--- src/design/rfdc_pkg.sv ---
// rfdc_pkg: shared types and constants of the ring fifo with drop count
// no dependencies; imported by rfdc_front, rfdc_back and the top level
`timescale 1ns / 1ps

package rfdc_pkg;

  // ring geometry
  localparam int unsigned CAPACITY    = 16;
  localparam int unsigned EVENT_WIDTH = 64;

  // port widths fixed by the item format
  localparam int unsigned REQ_W   = 2;
  localparam int unsigned DATA_W  = 64;
  localparam int unsigned CNT_W   = 7;
  localparam int unsigned STAT_W  = 2;
  localparam int unsigned DROP_W  = 32;

  // pointers run modulo twice the capacity
  localparam int unsigned PTR_W = $clog2(2 * CAPACITY);
  localparam int unsigned IDX_W = $clog2(CAPACITY);

  typedef enum logic [REQ_W-1:0] {
    REQ_WRITE = 2'd0,
    REQ_READ  = 2'd1,
    REQ_BATCH = 2'd2,
    REQ_NONE  = 2'd3
  } req_e;

  typedef enum logic [STAT_W-1:0] {
    ST_WRITTEN   = 2'd0,
    ST_DROPPED   = 2'd1,
    ST_EMPTY     = 2'd2,
    ST_DELIVERED = 2'd3
  } status_e;

  typedef enum logic {
    OP_WRITE = 1'b0,
    OP_READ  = 1'b1
  } op_e;

  typedef enum logic {
    BK_IDLE  = 1'b0,
    BK_BATCH = 1'b1
  } bk_state_e;

  // command passed from front to back
  typedef struct packed {
    op_e                    op;
    logic [EVENT_WIDTH-1:0] data;
    logic [CNT_W-1:0]       count;
  } cmd_t;

endpackage

--- src/design/rfdc_ram.sv ---
// rfdc_ram: generic single write port, single read port ram with registered read
// no dependencies
`timescale 1ns / 1ps

module rfdc_ram #(
  parameter int unsigned Width = 64,
  parameter int unsigned Depth = 16
) (
  input  logic                     clk_i,
  input  logic                     we_i,
  input  logic [$clog2(Depth)-1:0] waddr_i,
  input  logic [Width-1:0]         wdata_i,
  input  logic                     re_i,
  input  logic [$clog2(Depth)-1:0] raddr_i,
  output logic [Width-1:0]         rdata_o
);

  logic [Width-1:0] mem_q [Depth];
  logic [Width-1:0] rdata_q;

  // write port
  always_ff @(posedge clk_i) begin
    if (we_i) begin
      mem_q[waddr_i] <= wdata_i;
    end
  end

  // registered read, holds while not enabled
  always_ff @(posedge clk_i) begin
    if (re_i) begin
      rdata_q <= mem_q[raddr_i];
    end
  end

  assign rdata_o = rdata_q;

endmodule

--- src/design/rfdc_front.sv ---
// rfdc_front: accepts request items, turns them into commands, two-entry command queue
// depends on rfdc_pkg
`timescale 1ns / 1ps

module rfdc_front (
  input  logic                       clk_i,
  input  logic                       rst_ni,
  input  logic                       in_valid_i,
  output logic                       in_ready_o,
  input  logic [rfdc_pkg::REQ_W-1:0] req_type_i,
  input  logic [rfdc_pkg::DATA_W-1:0] event_data_i,
  input  logic [rfdc_pkg::CNT_W-1:0] max_events_i,
  output logic                       cmd_valid_o,
  output rfdc_pkg::cmd_t             cmd_o,
  input  logic                       cmd_pop_i
);
  import rfdc_pkg::*;

  localparam int unsigned QDEPTH = 2;

  cmd_t        q_mem_q [QDEPTH];
  logic        q_wr_q, q_wr_d;
  logic        q_rd_q, q_rd_d;
  logic [1:0]  q_cnt_q, q_cnt_d;
  cmd_t        cmd_new;
  logic        push;
  logic        pop;

  // classify: a single read is a batch of one, unused kind makes no command
  always_comb begin
    cmd_new.data  = event_data_i[EVENT_WIDTH-1:0];
    cmd_new.op    = OP_READ;
    cmd_new.count = max_events_i;
    unique case (req_e'(req_type_i))
      REQ_WRITE: begin
        cmd_new.op    = OP_WRITE;
        cmd_new.count = '0;
      end
      REQ_READ: begin
        cmd_new.count = CNT_W'(1);
      end
      REQ_BATCH, REQ_NONE: begin
        cmd_new.count = max_events_i;
      end
      default: begin
        cmd_new.count = max_events_i;
      end
    endcase
  end

  assign in_ready_o  = (q_cnt_q != 2'(QDEPTH));
  assign push        = in_valid_i && in_ready_o && (req_e'(req_type_i) != REQ_NONE);
  assign cmd_valid_o = (q_cnt_q != 2'd0);
  assign pop         = cmd_pop_i && cmd_valid_o;
  assign cmd_o       = q_mem_q[q_rd_q];

  // queue pointers and fill
  always_comb begin
    q_wr_d  = push ? ~q_wr_q : q_wr_q;
    q_rd_d  = pop ? ~q_rd_q : q_rd_q;
    q_cnt_d = q_cnt_q;
    if (push && !pop) begin
      q_cnt_d = q_cnt_q + 2'd1;
    end else if (pop && !push) begin
      q_cnt_d = q_cnt_q - 2'd1;
    end
  end

  always_ff @(posedge clk_i or negedge rst_ni) begin
    if (!rst_ni) begin
      q_wr_q  <= 1'b0;
      q_rd_q  <= 1'b0;
      q_cnt_q <= 2'd0;
    end else begin
      q_wr_q  <= q_wr_d;
      q_rd_q  <= q_rd_d;
      q_cnt_q <= q_cnt_d;
    end
  end

  // queue storage
  always_ff @(posedge clk_i) begin
    if (push) begin
      q_mem_q[q_wr_q] <= cmd_new;
    end
  end

  a_cnt_range: assert property (@(posedge clk_i) disable iff (!rst_ni)
    q_cnt_q <= 2'(QDEPTH))
    else $error("command queue fill out of range");

  a_ptr_fill: assert property (@(posedge clk_i) disable iff (!rst_ni)
    (q_cnt_q == 2'd1) |-> (q_wr_q != q_rd_q))
    else $error("queue pointers disagree with fill");

  a_no_pop_empty: assert property (@(posedge clk_i) disable iff (!rst_ni)
    (q_cnt_q == 2'd0) |=> (q_cnt_q <= 2'd1))
    else $error("queue fill jumped from empty");

endmodule

--- src/design/rfdc_back.sv ---
// rfdc_back: carries out commands on the ring, keeps pointers and drop counter, result register
// depends on rfdc_pkg and rfdc_ram
`timescale 1ns / 1ps

module rfdc_back (
  input  logic                        clk_i,
  input  logic                        rst_ni,
  input  logic                        cmd_valid_i,
  input  rfdc_pkg::cmd_t              cmd_i,
  output logic                        cmd_pop_o,
  output logic                        out_valid_o,
  input  logic                        out_ready_i,
  output logic [rfdc_pkg::STAT_W-1:0] status_o,
  output logic [rfdc_pkg::DATA_W-1:0] event_out_o,
  output logic                        last_o,
  output logic [rfdc_pkg::DROP_W-1:0] drop_count_o
);
  import rfdc_pkg::*;

  localparam logic [PTR_W-1:0] PtrLast  = PTR_W'(2 * CAPACITY - 1);
  localparam logic [PTR_W-1:0] PtrHalf  = PTR_W'(CAPACITY);
  localparam logic [PTR_W:0]   PtrSpan  = (PTR_W + 1)'(2 * CAPACITY);
  localparam logic [DROP_W-1:0] DropMax = '1;

  bk_state_e              state_q, state_d;
  logic [PTR_W-1:0]       wr_ptr_q, wr_ptr_d;
  logic [PTR_W-1:0]       rd_ptr_q, rd_ptr_d;
  logic [DROP_W-1:0]      drop_q, drop_d;
  logic [CNT_W-1:0]       rem_q, rem_d;
  logic                   out_valid_q, out_valid_d;
  status_e                res_status_q, res_status_d;
  logic                   res_last_q, res_last_d;
  logic [DROP_W-1:0]      res_drop_q;
  logic                   issue;
  logic                   can_issue;
  logic [PTR_W-1:0]       level;
  logic [CNT_W-1:0]       level_c;
  logic [CNT_W-1:0]       take;
  logic                   full;
  logic                   ram_we;
  logic                   ram_re;
  logic [IDX_W-1:0]       ram_waddr;
  logic [IDX_W-1:0]       ram_raddr;
  logic [EVENT_WIDTH-1:0] ram_rdata;

  // fill level and slot indexes
  always_comb begin
    if (wr_ptr_q >= rd_ptr_q) begin
      level = wr_ptr_q - rd_ptr_q;
    end else begin
      level = PTR_W'(({1'b0, wr_ptr_q} + PtrSpan) - {1'b0, rd_ptr_q});
    end
    level_c   = CNT_W'(level);
    full      = (level == PtrHalf);
    take      = (cmd_i.count < level_c) ? cmd_i.count : level_c;
    ram_waddr = (wr_ptr_q >= PtrHalf) ? IDX_W'(wr_ptr_q - PtrHalf) : IDX_W'(wr_ptr_q);
    ram_raddr = (rd_ptr_q >= PtrHalf) ? IDX_W'(rd_ptr_q - PtrHalf) : IDX_W'(rd_ptr_q);
  end

  assign can_issue = !out_valid_q || out_ready_i;

  // sequencer: one result per step
  always_comb begin
    state_d      = state_q;
    wr_ptr_d     = wr_ptr_q;
    rd_ptr_d     = rd_ptr_q;
    drop_d       = drop_q;
    rem_d        = rem_q;
    res_status_d = res_status_q;
    res_last_d   = res_last_q;
    issue        = 1'b0;
    cmd_pop_o    = 1'b0;
    ram_we       = 1'b0;
    ram_re       = 1'b0;
    unique case (state_q)
      BK_IDLE: begin
        if (cmd_valid_i && can_issue) begin
          issue     = 1'b1;
          cmd_pop_o = 1'b1;
          unique case (cmd_i.op)
            OP_WRITE: begin
              res_last_d = 1'b1;
              if (full) begin
                res_status_d = ST_DROPPED;
                if (drop_q != DropMax) begin
                  drop_d = drop_q + DROP_W'(1);
                end
              end else begin
                res_status_d = ST_WRITTEN;
                ram_we       = 1'b1;
                wr_ptr_d     = (wr_ptr_q == PtrLast) ? '0 : wr_ptr_q + PTR_W'(1);
              end
            end
            OP_READ: begin
              if (take == '0) begin
                res_status_d = ST_EMPTY;
                res_last_d   = 1'b1;
              end else begin
                res_status_d = ST_DELIVERED;
                res_last_d   = (take == CNT_W'(1));
                ram_re       = 1'b1;
                rd_ptr_d     = (rd_ptr_q == PtrLast) ? '0 : rd_ptr_q + PTR_W'(1);
                rem_d        = take - CNT_W'(1);
                if (take != CNT_W'(1)) begin
                  state_d = BK_BATCH;
                end
              end
            end
            default: begin
              res_last_d = 1'b1;
            end
          endcase
        end
      end
      BK_BATCH: begin
        if (can_issue) begin
          issue        = 1'b1;
          ram_re       = 1'b1;
          res_status_d = ST_DELIVERED;
          res_last_d   = (rem_q == CNT_W'(1));
          rd_ptr_d     = (rd_ptr_q == PtrLast) ? '0 : rd_ptr_q + PTR_W'(1);
          rem_d        = rem_q - CNT_W'(1);
          if (rem_q == CNT_W'(1)) begin
            state_d = BK_IDLE;
          end
        end
      end
      default: begin
        state_d = BK_IDLE;
      end
    endcase
    out_valid_d = issue ? 1'b1 : (out_ready_i ? 1'b0 : out_valid_q);
  end

  // control state
  always_ff @(posedge clk_i or negedge rst_ni) begin
    if (!rst_ni) begin
      state_q     <= BK_IDLE;
      wr_ptr_q    <= '0;
      rd_ptr_q    <= '0;
      drop_q      <= '0;
      rem_q       <= '0;
      out_valid_q <= 1'b0;
    end else begin
      state_q     <= state_d;
      wr_ptr_q    <= wr_ptr_d;
      rd_ptr_q    <= rd_ptr_d;
      drop_q      <= drop_d;
      rem_q       <= rem_d;
      out_valid_q <= out_valid_d;
    end
  end

  // result payload, event word comes from the ram read register
  always_ff @(posedge clk_i) begin
    if (issue) begin
      res_status_q <= res_status_d;
      res_last_q   <= res_last_d;
      res_drop_q   <= drop_d;
    end
  end

  rfdc_ram #(
    .Width (EVENT_WIDTH),
    .Depth (CAPACITY)
  ) u_ram (
    .clk_i   (clk_i),
    .we_i    (ram_we),
    .waddr_i (ram_waddr),
    .wdata_i (cmd_i.data),
    .re_i    (ram_re),
    .raddr_i (ram_raddr),
    .rdata_o (ram_rdata)
  );

  assign out_valid_o  = out_valid_q;
  assign status_o     = res_status_q;
  assign last_o       = res_last_q;
  assign drop_count_o = res_drop_q;
  assign event_out_o  = (res_status_q == ST_DELIVERED) ? DATA_W'(ram_rdata) : '0;

  a_level_bound: assert property (@(posedge clk_i) disable iff (!rst_ni)
    level <= PtrHalf)
    else $error("ring fill above capacity");

  a_drop_monotonic: assert property (@(posedge clk_i) disable iff (!rst_ni)
    1'b1 |=> (drop_q >= $past(drop_q)))
    else $error("drop counter went backwards");

  a_batch_rem: assert property (@(posedge clk_i) disable iff (!rst_ni)
    (state_q == BK_BATCH) |-> (rem_q != '0 && level != '0))
    else $error("batch running with nothing left");

  a_ram_one_port: assert property (@(posedge clk_i) disable iff (!rst_ni)
    !(ram_we && ram_re))
    else $error("ring read and write in one step");

endmodule

--- src/design/ring_fifo_with_drop_count.sv ---
// ring_fifo_with_drop_count: top level of the event ring fifo with saturating drop counter
// depends on rfdc_pkg, rfdc_front, rfdc_back (which holds rfdc_ram)
//
//   channel | handshake                | payload
//   --------+--------------------------+----------------------------------------------
//   in      | in_valid_i / in_ready_o  | req_type_i, event_data_i, max_events_i
//   out     | out_valid_o / out_ready_i| status_o, event_out_o, last_o, drop_count_o
//
// writes and single reads go via the queue to the result register; one per cycle unless stalled
// a batch read gives one event per cycle unless stalled, rate set by the single ram read port
// a two-entry command queue lets requests be taken while the back end is busy or stalled
// out_ready_i low holds the result register and stops the back end; the queue then fills
// reset clears pointers, drop counter and queue; ring contents need no clearing
`timescale 1ns / 1ps

module ring_fifo_with_drop_count (
  input  logic                        clk_i,
  input  logic                        rst_ni,
  input  logic                        in_valid_i,
  output logic                        in_ready_o,
  input  logic [rfdc_pkg::REQ_W-1:0]  req_type_i,
  input  logic [rfdc_pkg::DATA_W-1:0] event_data_i,
  input  logic [rfdc_pkg::CNT_W-1:0]  max_events_i,
  output logic                        out_valid_o,
  input  logic                        out_ready_i,
  output logic [rfdc_pkg::STAT_W-1:0] status_o,
  output logic [rfdc_pkg::DATA_W-1:0] event_out_o,
  output logic                        last_o,
  output logic [rfdc_pkg::DROP_W-1:0] drop_count_o
);
  import rfdc_pkg::*;

  logic cmd_valid;
  logic cmd_pop;
  cmd_t cmd;

  // front: accept and classify items
  rfdc_front u_front (
    .clk_i        (clk_i),
    .rst_ni       (rst_ni),
    .in_valid_i   (in_valid_i),
    .in_ready_o   (in_ready_o),
    .req_type_i   (req_type_i),
    .event_data_i (event_data_i),
    .max_events_i (max_events_i),
    .cmd_valid_o  (cmd_valid),
    .cmd_o        (cmd),
    .cmd_pop_i    (cmd_pop)
  );

  // back: ring access and results
  rfdc_back u_back (
    .clk_i        (clk_i),
    .rst_ni       (rst_ni),
    .cmd_valid_i  (cmd_valid),
    .cmd_i        (cmd),
    .cmd_pop_o    (cmd_pop),
    .out_valid_o  (out_valid_o),
    .out_ready_i  (out_ready_i),
    .status_o     (status_o),
    .event_out_o  (event_out_o),
    .last_o       (last_o),
    .drop_count_o (drop_count_o)
  );

endmodule
--- config.mk ---
export PLATFORM = sky130hd
export DESIGN_NAME = ring_fifo_with_drop_count
export DESIGN_NICKNAME = d
export VERILOG_FILES = /design/src/design/rfdc_pkg.sv /design/src/design/rfdc_ram.sv /design/src/design/rfdc_front.sv /design/src/design/rfdc_back.sv /design/src/design/ring_fifo_with_drop_count.sv
export SDC_FILE = /design/constraint.sdc
export NUM_CORES = 1
export LEC_CHECK = 0
export BUFFER_PORTS_ARGS = -buffer_cell sky130_fd_sc_hd__buf_2
export CAP_MARGIN = 30
export CORE_UTILIZATION = 55
export CTS_BUF_LIST = sky130_fd_sc_hd__clkbuf_4
export DETAILED_ROUTE_END_ITERATION = 10
export GPL_TIMING_DRIVEN = 1
export PLACE_DENSITY = 0.75
export SLEW_MARGIN = 10
export SYNTH_ARGS = -nofsm -noshare
export SYNTH_HDL_FRONTEND = slang
export SYNTH_SLANG_ARGS = --single-unit
--- constraint.sdc ---
create_clock -name clk_i -period 7.48 [get_ports clk_i]
set_clock_uncertainty 0.05 [all_clocks]
set_input_delay 0.748 -clock clk_i [delete_from_list [all_inputs] [get_ports clk_i]]
set_output_delay 0.748 -clock clk_i [all_outputs]
set_load 0.005 [all_outputs]
Word-level counts from Yosys, hierarchy flattened
Memories as Yosys holds them, arrays and structs flattened. A register that Yosys moved wholly into a read port is not among the register bits.
Index checks and enable logic that the tools add are counted.
- $add $sub $neg: 12
- order comparisons: 4
- equal/unequal tests: 17
- muxes and demuxes: 62
- bitwise gates (word level): 5
- reduce and logical (&&, ||, !) cells: 19
- operator list (kind ; number):
    2-to-1 mux 32 bit ; 5
    2-to-1 mux 64 bit ; 1
    2-to-1 mux 5 bit ; 7
    2-to-1 mux 7 bit ; 5
    adder 32 x 1 -> 32 bit (second input constant) ; 1
    inequality test 32 bit (second input constant) ; 1
    2-to-1 mux 1 bit ; 28
    case mux 7 bit (3 select lines) ; 1
    adder 5 x 1 -> 5 bit (second input constant) ; 3
    == test 5 bit (second input constant) ; 3
    == test 7 x 1 -> 1 bit (second input constant) ; 2
    case mux 7 bit (2 select lines) ; 1
    subtractor 7 x 1 -> 7 bit (second input constant) ; 2
    >= comparator 5 bit (second input constant) ; 2
    case mux 1 bit (2 select lines) ; 5
    case mux 5 bit (2 select lines) ; 1
    subtractor 5 bit ; 2
    2-to-1 mux 2 bit ; 4
    2-to-1 mux 4 bit ; 2
    inequality test 2 bit (second input constant) ; 4
    case mux 2 bit (2 select lines) ; 2
    AND reduction 4 bit ; 2
    subtractor 4 x 1 -> 4 bit (second input constant) ; 2
    logical NOT 7 bit ; 1
    16 further kinds ; 32
- flip-flop bits (word level): 90
- bits in writable memories: 1168
- input bits: 77
- output and inout port bits: 101
- logic and storage cells: 133
- memories kept: 2
- memory list (memory ; words ; width ; read ports ; clocked after memory_dff ; wr ports ; RTL line ; RTL):
    u_back.u_ram.mem_q ; 16 ; 64 ; 1 ; 1 ; 1 ; rfdc_ram.sv:18 ; logic [Width-1:0] mem_q [Depth];
    u_front.q_mem_q ; 2 ; 72 ; 1 ; 0 ; 1 ; rfdc_front.sv:21 ; cmd_t q_mem_q [QDEPTH];

Longest topological paths before layout
- word-level depth: 11
- gate-level depth with buffers: 21
- mapped depth without buffers: 19

Cells and area by module
A second synthesis with hierarchy kept.
- cells, all modules: 2360
- area total of the unflattened synthesis: 50768.7 um^2
- by module, submodules not included (module ; times used ; cells each ; area an instance (um^2) ; seq. area each (um^2)):
    rfdc_ram ; 1 ; 1647 ; 40222.3 ; 32671.3
    rfdc_front ; 1 ; 252 ; 5800.6 ; 4424.2
    rfdc_back ; 1 ; 461 ; 4745.8 ; 2327.2

Worst setup path before layout
No wires, ideal clock.
- kind: flip-flop to flip-flop
- from: reg u_back.rd_ptr_q[1]
- to: mem u_back.u_ram.mem_q[0][0] (enable)
- setup time: 565 ps
- data arrival time: 7336 ps
- required time: 6865 ps
- path slack: -471 ps
- stages on the path, launching flop included: 14
- buffers on the path: 4
- period minus slack after synthesis: 7951 ps
- cells stage by stage: dfrtp_1 clkbuf_1 clkbuf_1 clkbuf_1 inv_1 fa_1 a21o_1 a21oi_2 xor2_2 nor2_1 nor3_2 buf_2 nand2_1 nor3_1
- word-level cells in the longest chain between the ends: 9
- elaborated cells on any way between the ends: 11
- classes of those cells: add/sub (2); order compare (1); eq/ne (1); mux (7)
- RTL lines (item ; RTL line ; RTL):
    start, declared ; rfdc_back.sv:27 ; logic [PTR_W-1:0] rd_ptr_q, rd_ptr_d;
    start signal, assigned ; rfdc_back.sv:147 ; rd_ptr_q <= rd_ptr_d;
    subtractor 5 bit (tied with other cells) ; rfdc_back.sv:51 ; level = PTR_W'(({1'b0, wr_ptr_q} + PtrSpan) - {1'b0, rd_ptr_q});
    2-to-1 mux 5 bit (*) ; rfdc_back.sv:48 ; if (wr_ptr_q >= rd_ptr_q) begin
    == test 5 bit (*) ; rfdc_back.sv:54 ; full = (level == PtrHalf);
    2-to-1 mux 1 bit (*) ; rfdc_back.sv:83 ; if (full) begin
    2-to-1 mux 1 bit (*) ; rfdc_back.sv:80 ; unique case (cmd_i.op)
    2-to-1 mux 1 bit (*) ; rfdc_back.sv:77 ; if (cmd_valid_i && can_issue) begin
    2-to-1 mux 1 bit (*) ; rfdc_back.sv:75 ; unique case (state_q)
    2-to-1 mux 1 bit (*) ; rfdc_ram.sv:23 ; if (we_i) begin
    2-to-1 mux 1 bit (not written as such) (*) ; rfdc_ram.sv:24 ; mem_q[waddr_i] <= wdata_i;
    end, declared ; rfdc_ram.sv:18 ;
Mark *: on every way between the ends. The rest lies on a longest branch, timed or not.

Worst setup path in the final report
- from: reg u_back.rd_ptr_q[0]
- to: reg u_back.rem_q[2]
- word-level cells in the longest chain between the ends: 9
- elaborated cells on any way between the ends: 14
- classes of those cells: add/sub (3); order compare (2); eq/ne (1); mux (6); reduce/logical (2)
- RTL lines (item ; RTL line ; RTL):
    subtractor 5 bit (tied with other cells) ; rfdc_back.sv:51 ;
    2-to-1 mux 5 bit (*) ; rfdc_back.sv:48 ;
    < comparator 7 x 5 -> 1 bit ; rfdc_back.sv:55 ; take = (cmd_i.count < level_c) ? cmd_i.count : level_c;
    2-to-1 mux 7 bit (*) ; rfdc_back.sv:55 ;
    subtractor 7 x 1 -> 7 bit ; rfdc_back.sv:103 ; rem_d = take - CNT_W'(1);
    2-to-1 mux 7 bit ; rfdc_back.sv:95 ; if (take == '0) begin
    2-to-1 mux 7 bit ; rfdc_back.sv:80 ;
    2-to-1 mux 7 bit ; rfdc_back.sv:77 ;
    case mux 7 bit (2 select lines) ; rfdc_back.sv:75 ;
    end signal, assigned ; rfdc_back.sv:149 ; rem_q <= rem_d;
    end, declared ; rfdc_back.sv:29 ; logic [CNT_W-1:0] rem_q, rem_d;
Mark *: on every way between the ends. The rest lies on a longest branch, timed or not. The select of a mux whose other input is x is not followed.
A chain may end at the register's enable or synchronous reset.

==> impl_metrics.json <==
{
  "crit_buf_inv": 3,
  "final_cells": 4139,
  "drv_cap": 0,
  "hold_class": "primary input to flop",
  "ios": 178,
  "fin_setup_tns_ns": 0,
  "crit-reg2reg-launch": "u_back.rd_ptr_q[0]",
  "die_w_um": 305.2,
  "synth_nets": 2317,
  "crit_path_end_kind": "flop",
  "postLayoutCellArea_um2": 58020,
  "hold_violations": 0,
  "port_buffers": 177,
  "global_route.usage.met2_pct": 39.43,
  "worstPathCellList": "ha_1 > inv_1 > fa_1 > a21o_1 > a21oi_2 > xor2_2 > ha_1 > a21oi_1 > o21ai_1 > a21oi_1 > nor2_1 > a21oi_1 > ha_1 > nand2_1 > o31a_1 > a31oi_2 > inv_4 > buf_12 > o221a_1",
  "yosys.area.top_type": "edfxtp_1",
  "start_kind": "flop",
  "clkSinkCount": 1322,
  "rr_worst_depth": 19,
  "synth_top_family_by_area": "multiplexers",
  "synth_top_area_share_pct": 75.24,
  "syn-mean-instance-area_um2": 22.82,
  "cts_resized": 0,
  "ir_drop_mv": 0.2954,
  "p_leak_uw": 0.01948,
  "synthTopCellsByArea": "edfxtp_1, mux4_2, dfrtp_1, mux2_2, and3_1",
  "slew_violations": 0,
  "top_usage_layer": "met2",
  "hold_ws_ns": 0.08368,
  "synth_cells": 2216,
  "drt_iter0_drc": 2352,
  "start_util_pct": 55.84,
  "cts_root_buf": "clkbuf_4",
  "grt_max_degree": 149,
  "yosys_warnings": 0,
  "drcViolationCount": 0,
  "vias": 24970,
  "relSlewSlack_pct": 28.75,
  "synth_fa_ha_area_share_pct": 0.6087,
  "synth_edf_count": 1267,
  "cpMaxStageDelayCell": "dfrtp_4",
  "overflow": 0,
  "die-area_um2": 93160,
  "clk_pin_slew_ns": 0.07,
  "gp_congestion": 0.8164,
  "cp_max_fo": 67,
  "synth_seq_cells": 1322,
  "setup_viol": 0,
  "fin_crit_sh_pct": 79.96,
  "synthXorXnorAreaFrac_pct": 0.7250,
  "use_met1_pct": 31.06,
  "h-tree-depth": 5,
  "holdCritStartpoint": "in_valid_i",
  "ff2ff_setup_slack_ns": 1.50,
  "grt_pass1_vias": 26930,
  "core_um2": 90560,
  "grtUsageMet3_pct": 4.576,
  "clock_latency_ns": 1.19,
  "worst_pin_slew_ns": 1.069,
  "outcome": "finished, final reports clean",
  "cts_tree": "done",
  "cts_setup_buffers": 0,
  "criticalPathCategory": "flop to flop",
  "drt-wirelength-per-cell_um": 25.79,
  "timing.fmax_ghz": 0.1672,
  "min_path_cells": 3,
  "areaGrowthSynthToFinish_pct": 14.74,
  "hold_buffers": 76,
  "utilization_pct": 64.07,
  "finalNetCount": 2857,
  "crit_family": "compound AO/OA/AOI/OAI gates",
  "synthSimpleGateAreaFrac_pct": 2.774,
  "fp-row-count": 110,
  "post-place-cells": 3514,
  "critPathArrivalTime_ns": 6.95,
  "cts_made_buffers": 338,
  "synthFlopType": "edfxtp_1",
  "placed_area_um2": 53250,
  "synth.distinct_cells": 68,
  "rsz0062_at_grt": "false",
  "drive_gt1_share_pct": 39.38,
  "holdPathEnd": "u_front.q_wr_q",
  "powerDensity_nw_per_um2": 356.2,
  "ant_nets": 0,
  "grt_pass1_wl_mm": 162.0,
  "r2r_end": "u_back.rem_q[2]",
  "synth_seq_area_share_pct": 77.96,
  "hpwl_mm": 59.35,
  "critical_path_required_ns": 8.45,
  "synth_compound_area_share_pct": 0.7547,
  "synth_area_um2": 50570,
  "fill_cells": 5960,
  "synth-async-reset-ratio_pct": 4.160,
  "drtPass1Iterations": 5,
  "grt_antenna_before_repair": 4,
  "via_per_inst": 6.034,
  "min_period_ns": 5.981,
  "totalWireLength_mm": 106.8,
  "die_h_um": 305.2,
  "muxShareOfSynthArea_pct": 16.06,
  "slowest_delay_ns": 0.87,
  "grt_usage_pct": 23.52,
  "clk_path_buf_depth": 4
}
==> worst max path at each step <==
| stage | startpoint | end | slack (ns) | cells past startpoint |
|---|---|---|---|---|
| floorplan | u_back.rd_ptr_q[1] | u_back.u_ram.mem_q[4][0] | 1.25 | 13 |
| global placement | u_back.rd_ptr_q[0] | u_back.rem_q[2] | 1.88 | 19 |
| detailed placement | u_back.rd_ptr_q[0] | u_back.rem_q[2] | 1.53 | 19 |
| CTS | u_back.rd_ptr_q[0] | u_back.rem_q[2] | 1.50 | 19 |
| global route | u_back.rd_ptr_q[0] | u_back.rem_q[2] | 1.13 | 19 |
| finish | u_back.rd_ptr_q[0] | u_back.rem_q[2] | 1.50 | 19 |
==> cells in the mapped netlist (all sizes together) (2+ instances only) <==
cell type  instances
or3                5
mux2i              8
a21oi             11
dfrtp             55
ha                23
edfxtp          1267
mux4             320
nor2              38
nand4             13
o221ai             3
mux2              74
a31o               2
and4               2
nor3              26
or2                3
and3              69
a31oi              3
nand2b             6
clkbuf            72
buf               32
o211ai             2
nand3             28
xnor2             26
o21ai             11
o41ai              2
and2              10
nor4               3
nand3b             4
xor2              15
a21o               4
nand2             37
inv               25
==> worst register-to-register path, cell delays in order, from the launching register on <==
cell and delay [ns]:
dfrtp_4 0.87, ha_1 0.29, inv_1 0.06, fa_1 0.41, a21o_1 0.19, a21oi_2 0.18
xor2_2 0.39, ha_1 0.33, a21oi_1 0.15, o21ai_1 0.14, a21oi_1 0.50, nor2_1 0.12
a21oi_1 0.27, ha_1 0.26, nand2_1 0.08, o31a_1 0.29, a31oi_2 0.64, inv_4 0.06
buf_12 0.27, o221a_1 0.32
==> stage by stage <==
step                setup WS, ns  power (µW)
floorplan                  1.246       13410
global placement           1.879       14930
detailed placement         1.534       15110
CTS                        1.498       20900
global route               1.126       21600
finish                     1.499       20670
==> cell usage in the layout, fill, tap and decap left out, drive strengths merged, types with 4 or more instances in the layout <==
cell type	instances
a21o	4
a21oi	11
and2	10
and3	69
buf	229
bufinv	5
clkbuf	473
clkinv	56
dfrtp	55
diode	7
dlygate4sd3	76
edfxtp	1267
ha	23
inv	28
mux2	74
mux2i	8
mux4	320
nand2	37
nand2b	6
nand3	28
nand3b	4
nand4	13
nor2	38
nor3	26
o21ai	11
or3	5
xnor2	26
xor2	15
==> cells by family after synthesis <==
| logic type | Yosys count |
|---|---|
| AO/OA/AOI/OAI | 50 |
| XOR/XNOR | 41 |
| adder cells (fa/ha/maj) | 24 |
| buffers and inverters | 130 |
| flip-flops | 1322 |
| multiplexers | 402 |
| AND/OR/NAND/NOR | 247 |
==> area by class of cell <==
cell class	instances	area [µm²]	area share [%]
diodes	7	17.52	0.03019
repair buffers	305	2312	3.985
inverters	25	101.3	0.1747
clock inverters	67	400.4	0.6900
multi-input cells	764	10730	18.50
flip-flops and latches	1322	39440	67.97
well taps	1176	1471	2.536
clock buffers	473	3551	6.120
==> sequential cells by signal, indices dropped and copies added, names as in the netlist <==
signal / count
u_back.u_ram.mem_q: 1024
u_front.q_mem_q: 144
u_back.u_ram.rdata_o: 64
u_back.drop_count_o: 32
u_back.drop_q: 32
u_back.rem_q: 7
u_back.rd_ptr_q: 5
u_back.wr_ptr_q: 5
u_back.status_o: 2
u_front.q_cnt_q: 2
u_back.last_o: 1
u_back.out_valid_o: 1
u_back.state_q: 1
u_front.q_rd_q: 1
u_front.q_wr_q: 1
==> report_power, final <==
part | internal (µW) | switching, µW
logic | 2480 | 2790
clock network | 3050 | 2690
registers | 9290 | 367
==> layer usage <==
layer	share of wire, %	vias up
met2	52	1186
met3	7.1	209
met5	0.025	-
li1	-	10560
met4	2.1	4
met1	39	13010
Note: power is estimated with default switching activity, not from simulation.
